### src/hdl/neighbor_score_table_assert.svh
// Assertion macros for the neighbour score table.
// Each check is a clocked implication that is switched off while reset is low.
`ifndef NEIGHBOR_SCORE_TABLE_ASSERT_SVH
`define NEIGHBOR_SCORE_TABLE_ASSERT_SVH

`ifndef SYNTHESIS
// Consequent must hold in the same cycle as the antecedent.
`define NST_ASSERT_NOW(label, clk, rst_n, ante, cons) \
    label: assert property (@(posedge clk) disable iff (!(rst_n)) (ante) |-> (cons)) \
        else $error("nst check failed");
// Consequent must hold in the cycle after the antecedent.
`define NST_ASSERT_NEXT(label, clk, rst_n, ante, cons) \
    label: assert property (@(posedge clk) disable iff (!(rst_n)) (ante) |=> (cons)) \
        else $error("nst check failed");
`else
`define NST_ASSERT_NOW(label, clk, rst_n, ante, cons)
`define NST_ASSERT_NEXT(label, clk, rst_n, ante, cons)
`endif

`endif

### src/hdl/nst_pkg.sv
`default_nettype none

package nst_pkg;

    localparam int NST_MAX_NEIGHBORS = 64;

    localparam int ID_W      = 31;
    localparam int SCORE_W   = 17;
    localparam int COUNT_W   = 7;
    localparam int IN_DATA_W = 48;
    localparam int IN_USER_W = 2;
    localparam int OUT_DATA_W = 16;

    // 1.0 in unsigned Q1.16.
    localparam logic [SCORE_W-1:0] SCORE_ONE = 17'h10000;

    typedef enum logic [1:0] {
        CMD_INSERT = 2'd0,
        CMD_UPDATE = 2'd1,
        CMD_DELETE = 2'd2,
        CMD_QUERY  = 2'd3
    } t_cmd;

    typedef enum logic [1:0] {
        ST_OK      = 2'd0,
        ST_UNKNOWN = 2'd1,
        ST_FULL    = 2'd2,
        ST_PRESENT = 2'd3
    } t_status;

    // One stored neighbour.
    typedef struct packed {
        logic [ID_W-1:0]    id;
        logic [SCORE_W-1:0] score;
    } t_entry;

    // Control from the sequencer to the scan unit.
    typedef struct packed {
        logic clear;    // start of a new command: forget the previous scan
        logic valid;    // read data from the entry memory is present
        logic last;     // the present entry is the highest occupied slot
    } t_scan_ctl;

endpackage

`default_nettype wire

### src/hdl/nst_ram.sv
`default_nettype none

module nst_ram #(
    parameter int WIDTH = 48,
    parameter int DEPTH = 64
) (
    input  wire logic                     i_clk,
    input  wire logic                     i_wr_en,
    input  wire logic [$clog2(DEPTH)-1:0] i_wr_addr,
    input  wire logic [WIDTH-1:0]         i_wr_data,
    input  wire logic                     i_rd_en,
    input  wire logic [$clog2(DEPTH)-1:0] i_rd_addr,
    output logic      [WIDTH-1:0]         o_rd_data
);

    logic [WIDTH-1:0] r_mem [DEPTH];
    logic [WIDTH-1:0] r_rd_data;

    always_ff @(posedge i_clk) begin
        if (i_wr_en) begin
            r_mem[i_wr_addr] <= i_wr_data;
        end
        if (i_rd_en) begin
            r_rd_data <= r_mem[i_rd_addr];
        end
    end

    assign o_rd_data = r_rd_data;

endmodule

`default_nettype wire

### src/hdl/nst_scan.sv
`default_nettype none

// Compare unit shared by every command: one stored entry per cycle is checked
// against the key and against the threshold, and the findings are kept.
module nst_scan
    import nst_pkg::*;
#(
    parameter int MAX_NEIGHBORS = NST_MAX_NEIGHBORS
) (
    input  wire logic                                 i_clk,
    input  wire logic                                 i_rst_n,
    input  wire t_scan_ctl                            i_ctl,
    input  wire logic [$clog2(MAX_NEIGHBORS)-1:0]     i_slot,
    input  wire t_entry                               i_entry,
    input  wire logic [ID_W-1:0]                      i_key,
    input  wire logic [SCORE_W-1:0]                   i_thr,
    output logic                                      o_found,
    output logic      [$clog2(MAX_NEIGHBORS)-1:0]     o_slot,
    output logic      [SCORE_W-1:0]                   o_old_score,
    output t_entry                                    o_last_entry,
    output logic      [$clog2(MAX_NEIGHBORS+1)-1:0]   o_count
);

    localparam int AW = $clog2(MAX_NEIGHBORS);
    localparam int CW = $clog2(MAX_NEIGHBORS + 1);

    logic          r_found;
    logic [AW-1:0] r_slot;
    logic [SCORE_W-1:0] r_old_score;
    t_entry        r_last_entry;
    logic [CW-1:0] r_count;

    logic hit;
    logic above;

    assign hit   = i_ctl.valid && !r_found && (i_entry.id == i_key);
    assign above = i_entry.score >= i_thr;

    always_ff @(posedge i_clk) begin
        if (!i_rst_n) begin
            r_found <= 1'b0;
            r_count <= '0;
        end else if (i_ctl.clear) begin
            r_found <= 1'b0;
            r_count <= '0;
        end else if (i_ctl.valid) begin
            if (hit) begin
                r_found <= 1'b1;
            end
            if (above) begin
                r_count <= r_count + CW'(1);
            end
        end
    end

    always_ff @(posedge i_clk) begin
        if (hit) begin
            r_slot      <= i_slot;
            r_old_score <= i_entry.score;
        end
        if (i_ctl.valid && i_ctl.last) begin
            r_last_entry <= i_entry;
        end
    end

    assign o_found      = r_found;
    assign o_slot       = r_slot;
    assign o_old_score  = r_old_score;
    assign o_last_entry = r_last_entry;
    assign o_count      = r_count;

endmodule

`default_nettype wire

### src/hdl/neighbor_score_table.sv
// Channel   Direction  Handshake                    Payload
// s_axis    in         i_s_axis_tvalid/o_s_axis_tready  tuser: command; tdata: id, score
// m_axis    out        o_m_axis_tvalid/i_m_axis_tready  tdata: status, entry_count, above_count
// cfg       in         i_cfg_valid/o_cfg_ready          similarity_threshold
//
// A command is not accepted until the previous one has been handed to the output
// register. The single read port of the entry memory delivers one entry per cycle
// to the shared compare unit during the sweep, which is followed by an update
// step and a result step.
// Reset is synchronous and active low; it empties the table and clears the
// threshold at once. The entry memory itself is never cleared, since only slots
// below the fill level are ever read. A finished result waits in the output
// register; a new command is accepted meanwhile, and its result waits for that
// register to drain.
`default_nettype none

`include "neighbor_score_table_assert.svh"

module neighbor_score_table
    import nst_pkg::*;
#(
    parameter int MAX_NEIGHBORS = NST_MAX_NEIGHBORS
) (
    input  wire logic                  i_clk,
    input  wire logic                  i_rst_n,
    // Command words.
    input  wire logic                  i_s_axis_tvalid,
    output logic                       o_s_axis_tready,
    input  wire logic [IN_DATA_W-1:0]  i_s_axis_tdata,  // neighbor_id[30:0], score[47:31]
    input  wire logic [IN_USER_W-1:0]  i_s_axis_tuser,  // command[1:0]
    // Result words.
    output logic                       o_m_axis_tvalid,
    input  wire logic                  i_m_axis_tready,
    output logic      [OUT_DATA_W-1:0] o_m_axis_tdata,  // status[1:0], entry_count[8:2],
                                                        // above_count[15:9]
    // Threshold register.
    input  wire logic                  i_cfg_valid,
    output logic                       o_cfg_ready,
    input  wire logic [SCORE_W-1:0]    i_cfg_data
);

    localparam int AW = $clog2(MAX_NEIGHBORS);
    localparam int CW = $clog2(MAX_NEIGHBORS + 1);

    // Sequencer states: wait for a command, sweep the table, apply the change,
    // then hand the result to the output register.
    typedef enum logic [3:0] {
        S_IDLE  = 4'b0001,
        S_SCAN  = 4'b0010,
        S_APPLY = 4'b0100,
        S_DONE  = 4'b1000
    } t_state;

    t_state r_state, n_state;

    // Command being worked on; the score is saturated to 1.0 on entry.
    t_cmd               r_cmd;
    logic [ID_W-1:0]    r_id;
    logic [SCORE_W-1:0] r_score;

    logic [SCORE_W-1:0] r_thr;
    logic [CW-1:0]      r_fill;

    // Sweep address, and the read that is in flight through the memory.
    logic [CW-1:0] r_addr;
    logic          r_rd_vld;
    logic          r_rd_last;
    logic [AW-1:0] r_rd_slot;

    // Result waiting between the update cycle and the output register.
    t_status       r_res_status;
    logic [CW-1:0] r_res_fill;
    logic [CW-1:0] r_res_above;

    logic                  r_o_valid;
    logic [OUT_DATA_W-1:0] r_o_data;

    logic               in_accept;
    logic [SCORE_W-1:0] in_score;
    logic               rd_en;
    t_entry             rd_data;
    t_scan_ctl          scan_ctl;

    logic               sc_found;
    logic [AW-1:0]      sc_slot;
    logic [SCORE_W-1:0] sc_old_score;
    t_entry             sc_last_entry;
    logic [CW-1:0]      sc_count;

    logic               ge_new;
    logic               ge_old;
    t_status            a_status;
    logic [CW-1:0]      a_fill;
    logic [CW-1:0]      a_above;
    logic               wr_en;
    logic [AW-1:0]      wr_addr;
    t_entry             wr_data;
    logic               out_load;

    assign o_cfg_ready = 1'b1;

    always_ff @(posedge i_clk) begin
        if (!i_rst_n) begin
            r_thr <= '0;
        end else if (i_cfg_valid) begin
            r_thr <= i_cfg_data;
        end
    end

    // Commands are taken only while the sequencer is waiting; the output
    // register is free to hold the previous result at that time.
    assign o_s_axis_tready = (r_state == S_IDLE);
    assign in_accept       = i_s_axis_tvalid && o_s_axis_tready;

    assign in_score = (i_s_axis_tdata[IN_DATA_W-1:ID_W] > SCORE_ONE) ?
                      SCORE_ONE : i_s_axis_tdata[IN_DATA_W-1:ID_W];

    always_ff @(posedge i_clk) begin
        if (in_accept) begin
            r_cmd   <= t_cmd'(i_s_axis_tuser);
            r_id    <= i_s_axis_tdata[ID_W-1:0];
            r_score <= in_score;
        end
    end

    // The sweep reads every occupied slot once. A read issued in one cycle
    // reaches the compare unit in the next, so the sweep ends in the cycle after
    // the last address has gone out.
    assign rd_en = (r_state == S_SCAN) && (r_addr < r_fill);

    always_ff @(posedge i_clk) begin
        if (!i_rst_n) begin
            r_rd_vld <= 1'b0;
        end else begin
            r_rd_vld <= rd_en;
        end
    end

    always_ff @(posedge i_clk) begin
        if (in_accept) begin
            r_addr <= '0;
        end else if (rd_en) begin
            r_addr <= r_addr + CW'(1);
        end
        r_rd_last <= (r_addr == r_fill - CW'(1));
        r_rd_slot <= r_addr[AW-1:0];
    end

    assign scan_ctl.clear = in_accept;
    assign scan_ctl.valid = r_rd_vld;
    assign scan_ctl.last  = r_rd_last;

    nst_ram #(
        .WIDTH ($bits(t_entry)),
        .DEPTH (MAX_NEIGHBORS)
    ) u_entry_ram (
        .i_clk     (i_clk),
        .i_wr_en   (wr_en),
        .i_wr_addr (wr_addr),
        .i_wr_data (wr_data),
        .i_rd_en   (rd_en),
        .i_rd_addr (r_addr[AW-1:0]),
        .o_rd_data (rd_data)
    );

    nst_scan #(
        .MAX_NEIGHBORS (MAX_NEIGHBORS)
    ) u_scan (
        .i_clk        (i_clk),
        .i_rst_n      (i_rst_n),
        .i_ctl        (scan_ctl),
        .i_slot       (r_rd_slot),
        .i_entry      (rd_data),
        .i_key        (r_id),
        .i_thr        (r_thr),
        .o_found      (sc_found),
        .o_slot       (sc_slot),
        .o_old_score  (sc_old_score),
        .o_last_entry (sc_last_entry),
        .o_count      (sc_count)
    );

    // The sweep counted the table as it stood before the command. The update
    // cycle corrects that count for the one entry the command changes: a new
    // score is added, a replaced or removed score is taken away. On a delete
    // the entry moved down from the top slot keeps its score, so it stays
    // counted.
    assign ge_new = r_score >= r_thr;
    assign ge_old = sc_old_score >= r_thr;

    always_comb begin
        a_status = ST_OK;
        a_fill   = r_fill;
        a_above  = sc_count;
        wr_en    = 1'b0;
        wr_addr  = sc_slot;
        wr_data  = '{id: r_id, score: r_score};
        case (r_cmd)
            CMD_INSERT: begin
                if (sc_found) begin
                    a_status = ST_PRESENT;
                end else if (r_fill == CW'(MAX_NEIGHBORS)) begin
                    a_status = ST_FULL;
                end else begin
                    wr_en   = 1'b1;
                    wr_addr = r_fill[AW-1:0];
                    a_fill  = r_fill + CW'(1);
                    a_above = sc_count + CW'(ge_new);
                end
            end
            CMD_UPDATE: begin
                if (!sc_found) begin
                    a_status = ST_UNKNOWN;
                end else begin
                    wr_en   = 1'b1;
                    a_above = sc_count + CW'(ge_new) - CW'(ge_old);
                end
            end
            CMD_DELETE: begin
                if (!sc_found) begin
                    a_status = ST_UNKNOWN;
                end else begin
                    wr_en   = 1'b1;
                    wr_data = sc_last_entry;
                    a_fill  = r_fill - CW'(1);
                    a_above = sc_count - CW'(ge_old);
                end
            end
            default: begin
                a_status = ST_OK;
            end
        endcase
        if (r_state != S_APPLY) begin
            wr_en = 1'b0;
        end
    end

    always_ff @(posedge i_clk) begin
        if (!i_rst_n) begin
            r_fill <= '0;
        end else if (r_state == S_APPLY) begin
            r_fill <= a_fill;
        end
    end

    always_ff @(posedge i_clk) begin
        if (r_state == S_APPLY) begin
            r_res_status <= a_status;
            r_res_fill   <= a_fill;
            r_res_above  <= a_above;
        end
    end

    // The result moves on once the previous word has left or is leaving.
    assign out_load = (r_state == S_DONE) && (!r_o_valid || i_m_axis_tready);

    always_comb begin
        n_state = r_state;
        case (r_state)
            S_IDLE: begin
                if (in_accept) begin
                    n_state = S_SCAN;
                end
            end
            S_SCAN: begin
                if (r_addr == r_fill) begin
                    n_state = S_APPLY;
                end
            end
            S_APPLY: begin
                n_state = S_DONE;
            end
            S_DONE: begin
                if (out_load) begin
                    n_state = S_IDLE;
                end
            end
            default: begin
                n_state = S_IDLE;
            end
        endcase
    end

    always_ff @(posedge i_clk) begin
        if (!i_rst_n) begin
            r_state <= S_IDLE;
        end else begin
            r_state <= n_state;
        end
    end

    always_ff @(posedge i_clk) begin
        if (!i_rst_n) begin
            r_o_valid <= 1'b0;
        end else if (out_load) begin
            r_o_valid <= 1'b1;
        end else if (i_m_axis_tready) begin
            r_o_valid <= 1'b0;
        end
    end

    always_ff @(posedge i_clk) begin
        if (out_load) begin
            r_o_data <= {COUNT_W'(r_res_above), COUNT_W'(r_res_fill), r_res_status};
        end
    end

    assign o_m_axis_tvalid = r_o_valid;
    assign o_m_axis_tdata  = r_o_data;

    // A command always starts its sweep at slot zero.
    `NST_ASSERT_NEXT(a_scan_start, i_clk, i_rst_n, in_accept,
        (r_state == S_SCAN) && (r_addr == '0))
    // Memory read data only arrives while the table is being swept.
    `NST_ASSERT_NOW(a_read_in_scan, i_clk, i_rst_n, r_rd_vld, r_state == S_SCAN)
    // The corrected count can never exceed the number of stored entries.
    `NST_ASSERT_NOW(a_above_bound, i_clk, i_rst_n, r_state == S_APPLY,
        (a_above <= a_fill) && (a_fill <= CW'(MAX_NEIGHBORS)))
    // A successful insert grows the table by exactly one entry.
    `NST_ASSERT_NEXT(a_insert_grow, i_clk, i_rst_n,
        (r_state == S_APPLY) && (r_cmd == CMD_INSERT) && (a_status == ST_OK),
        r_fill == $past(r_fill) + CW'(1))

endmodule

`default_nettype wire

### config.mk
export PLATFORM = sky130hd
export DESIGN_NAME = neighbor_score_table
export DESIGN_NICKNAME = d
export VERILOG_FILES = /design/src/hdl/nst_pkg.sv /design/src/hdl/nst_ram.sv /design/src/hdl/nst_scan.sv /design/src/hdl/neighbor_score_table.sv
export VERILOG_INCLUDE_DIRS = /design/src /design/src/hdl
export SDC_FILE = /design/constraint.sdc
export NUM_CORES = 2
export LEC_CHECK = 0
export ABC_AREA = 1
export BUFFER_PORTS_ARGS = -buffer_cell sky130_fd_sc_hd__clkbuf_2
export CAP_MARGIN = 25
export CORE_UTILIZATION = 35
export DETAILED_ROUTE_END_ITERATION = 12
export GPL_ROUTABILITY_DRIVEN = 0
export PLACE_DENSITY = 0.47
export SLEW_MARGIN = 20
export SYNTH_ARGS = -nofsm -noshare
export SYNTH_HDL_FRONTEND = slang
export SYNTH_SLANG_ARGS = --single-unit
### constraint.sdc
create_clock -name i_clk -period 6.1 [get_ports i_clk]
set_input_delay 1.22 -clock i_clk [delete_from_list [all_inputs] [get_ports i_clk]]
set_output_delay 1.22 -clock i_clk [all_outputs]
set_load 0.05 [all_outputs]
==> metrics.txt <==
number of flops mapped to enable cells by yosys=3273; Worst Path Max Fanout=34; count of input and output buffers=89; hold buffers post-CTS=0; clock latency on the worst-skew pair=0.99 ns; GRT met2 Usage=0.347; RR Startpoint=r_fill[0]; Via Count=87000; Distinct cells, synth=43; postcts setup bufs=0; fin nets=11000; Rows=226; FF+latch count, synth=3325; outcome=finished clean; depth of the most critical reg-to-reg path=12; Die H=620 µm; crit path launch type=register; CTS clk-pin slew, worst paths=0.06 ns; CP Cell Sequence=inv_1, ha_1, nand2_1, inv_1, nand2_1, nand2_2, nor2_4, o21ai_1, nor2_1, nand2_1, nor2_4, buf_4; GRT met3 Usage=0.0331; WP data required=6.70 ns; Vias/cell=5.37; global-route wire length before repair=616000 µm; share of the synthesized area in the top cell type=0.734; grt total ovfl=0; Final Max Tran Viols=0; met1 Resource Use GR=0.319; final setup fails=0; CP startpoint=r_fill[0]; top cells by area, synth=edfxtp_1 73%, nor2_1 6.6%, o21ai_0 5.7%, nand2_1 3.0%, o211ai_1 2.0%; pin count of the biggest net entering global routing=183; Leak=50.9 nW; post-route cell area=153000 µm²; die area=385000 µm²; die width=620 µm; Highest Clock Rate=218 MHz; # clock sinks=3325; Detail Placement HPWL=247000 µm; worst vdd ir=0.219 mV; Syn. warnings=0; drt drc=0; Top Usage Layer GRT=met2; TritonCTS clock tree=built; final WL=434000 µm; skew final=0.0601 ns; number of global-route vias before repair=83100; Net Count, Synth=11000; clock buffer depth=4; worst hold start=r_rd_slot[5]; First-pass DRT Iterations=6; post-CTS sizing=0; max cap viols=0; Relative slew margins=0.257; setup TNS=0 ns; Pwr per Cell Area=319 nW/µm²; Area growth, synth to finish=14.3%; Initial Utilization=0.352; Worst path most repeated cell=nand2_1; post-synth top area cell=edfxtp_1; initial antenna violation count=28; CP max-delay cell=nand2_1; DR WL/cell=26.8 µm; total track usage=0.220; Num CTS Buffers=369; Hold Path Depth=0; Fin. Hold Viols=0; Seq/Total Area, Yosys=0.742; 1st-iter DRT viols=10100; post-synthesis cell count=10900; clk root buf=clkbuf_16; Crit Path Class=register to register; CP arrival=5.19 ns; min Tclk post-route=4.60 ns; core region area=380000 µm²; Post-DRT Antenna Nets=0; Placement Cell Area=141000 µm²; Syn Std Cell Area=134000 µm²; Max stage delay on crit path=0.61 ns; RSZ-0062 raised after global routing=no; Post-synth ARST share=0; Avg Synthesized Cell Area=12.3 µm²; H-tree Lvls=5; Post-synth top flop=edfxtp_1; Hold WS=0.402 ns; layout cells sized above 1=0.0920; Ports=91; worst slew pin tran=1.11 ns; final worst-path cycle share=0.754; Setup crit end kind=register; Hold Crit Class=register to register
critical path: cells and delay by family, from the launching register on:
family	cells	cell delay (ns)
and+or+nand+nor	7	2.44
adders and majority gates	1	0.23
DFF	1	0.53
buffers and inverters	3	0.78
AOI/OAI and AO/OA	1	0.19
cell families (layout without fill, tap and decap cells):
kind of cell	Yosys count	count (layout)	share of synthesized area
simple gates	4081	4081	0.122
compound gates	2421	2421	0.0986
other cells	1	8	0.0000280
xor+xnor	23	23	0.00151
fa+ha+maj	73	73	0.00683
buf+inv	926	1258	0.0290
flops	3325	3325	0.742
state kept, by name, summed over array words and instances, names as in the netlist, 2 cells and up:
name                   flops
r_state                    4
r_score                   17
r_id                      31
r_rd_slot                  6
u_scan.o_count             7
r_res_above                7
u_entry_ram.o_rd_data     48
r_thr                     17
u_scan.o_old_score        17
u_scan.o_slot              6
r_fill                     7
r_cmd                      2
o_m_axis_tdata            16
u_scan.o_last_entry       48
r_res_fill                 7
r_res_status               2
u_entry_ram.r_mem       3072
r_addr                     7
Yosys cell counts, drive strengths merged (2+ instances only):
| cell | count |
|---|---|
| a21o | 3 |
| o22ai | 94 |
| edfxtp | 3273 |
| o21a | 2 |
| a21oi | 206 |
| or2 | 25 |
| xnor2 | 2 |
| o31ai | 5 |
| nor4 | 10 |
| nor3 | 10 |
| xor2 | 21 |
| nand3b | 13 |
| clkinv | 25 |
| ha | 73 |
| dfxtp | 52 |
| inv | 224 |
| buf | 305 |
| nand4 | 47 |
| nor2 | 2375 |
| o211ai | 361 |
| clkbuf | 372 |
| a211oi | 2 |
| o21ai | 1739 |
| a31oi | 5 |
| nand3 | 512 |
| nand2 | 1089 |
stage by stage:
stage                      util  cells  power, mW  worst slack, ns
after floorplan               -  10900       26.5             1.67
after global placement    0.372  15500       27.2             1.59
after detailed placement  0.372  15500       27.2             1.59
after CTS                 0.403  16200       49.2             1.57
after global routing      0.403  16200       50.1             1.37
final                     0.403  16200       48.8             1.50
worst paths after layout:
kind                                    end  slack (ns)
hold reg to reg            u_scan.o_slot[5]        0.40
setup / recovery  u_entry_ram.r_mem[26][16]        1.50
hold / removal             u_scan.o_slot[5]        0.40
setup reg to reg  u_entry_ram.r_mem[26][16]        1.50
cell type report:
type	instances	area, µm²
antenna	7	17.5
fill	35500	227000
inverter	249	981
sequential	3325	99300
timing repair buffer	334	3010
tap	5016	6280
clock buffer	460	9720
multi-input combinational	6599	31600
clock inverter	215	2040
where the power goes:
part | switching [mW] | total [mW] | internal, mW | leakage (nW)
registers | 0.0376 | 25.4 | 25.4 | 29.9
clock network | 9.27 | 22.0 | 12.7 | 5.74
logic | 1.15 | 1.35 | 0.203 | 15.3
metal layers:
metal	routed length [µm]	vias up
met4	10700	2
met1	194000	44100
met2	197000	3195
met3	31700	586
li1	-	39100
met5	13	-
layout by cell type (no fill, tap or decap), types with 83 or more instances in the layout:
cell type	instances
a21oi_1	206
o211ai_1	361
o21ai_1	209
nand3_1	512
nor2_1	2302
o22ai_1	94
nand2_1	1059
clkbuf_1	83
inv_1	212
o21ai_0	1501
clkbuf_16	375
clkbuf_2	89
buf_4	188
edfxtp_1	3273
clkinv_1	99
Power figures use the tool's default switching activity.
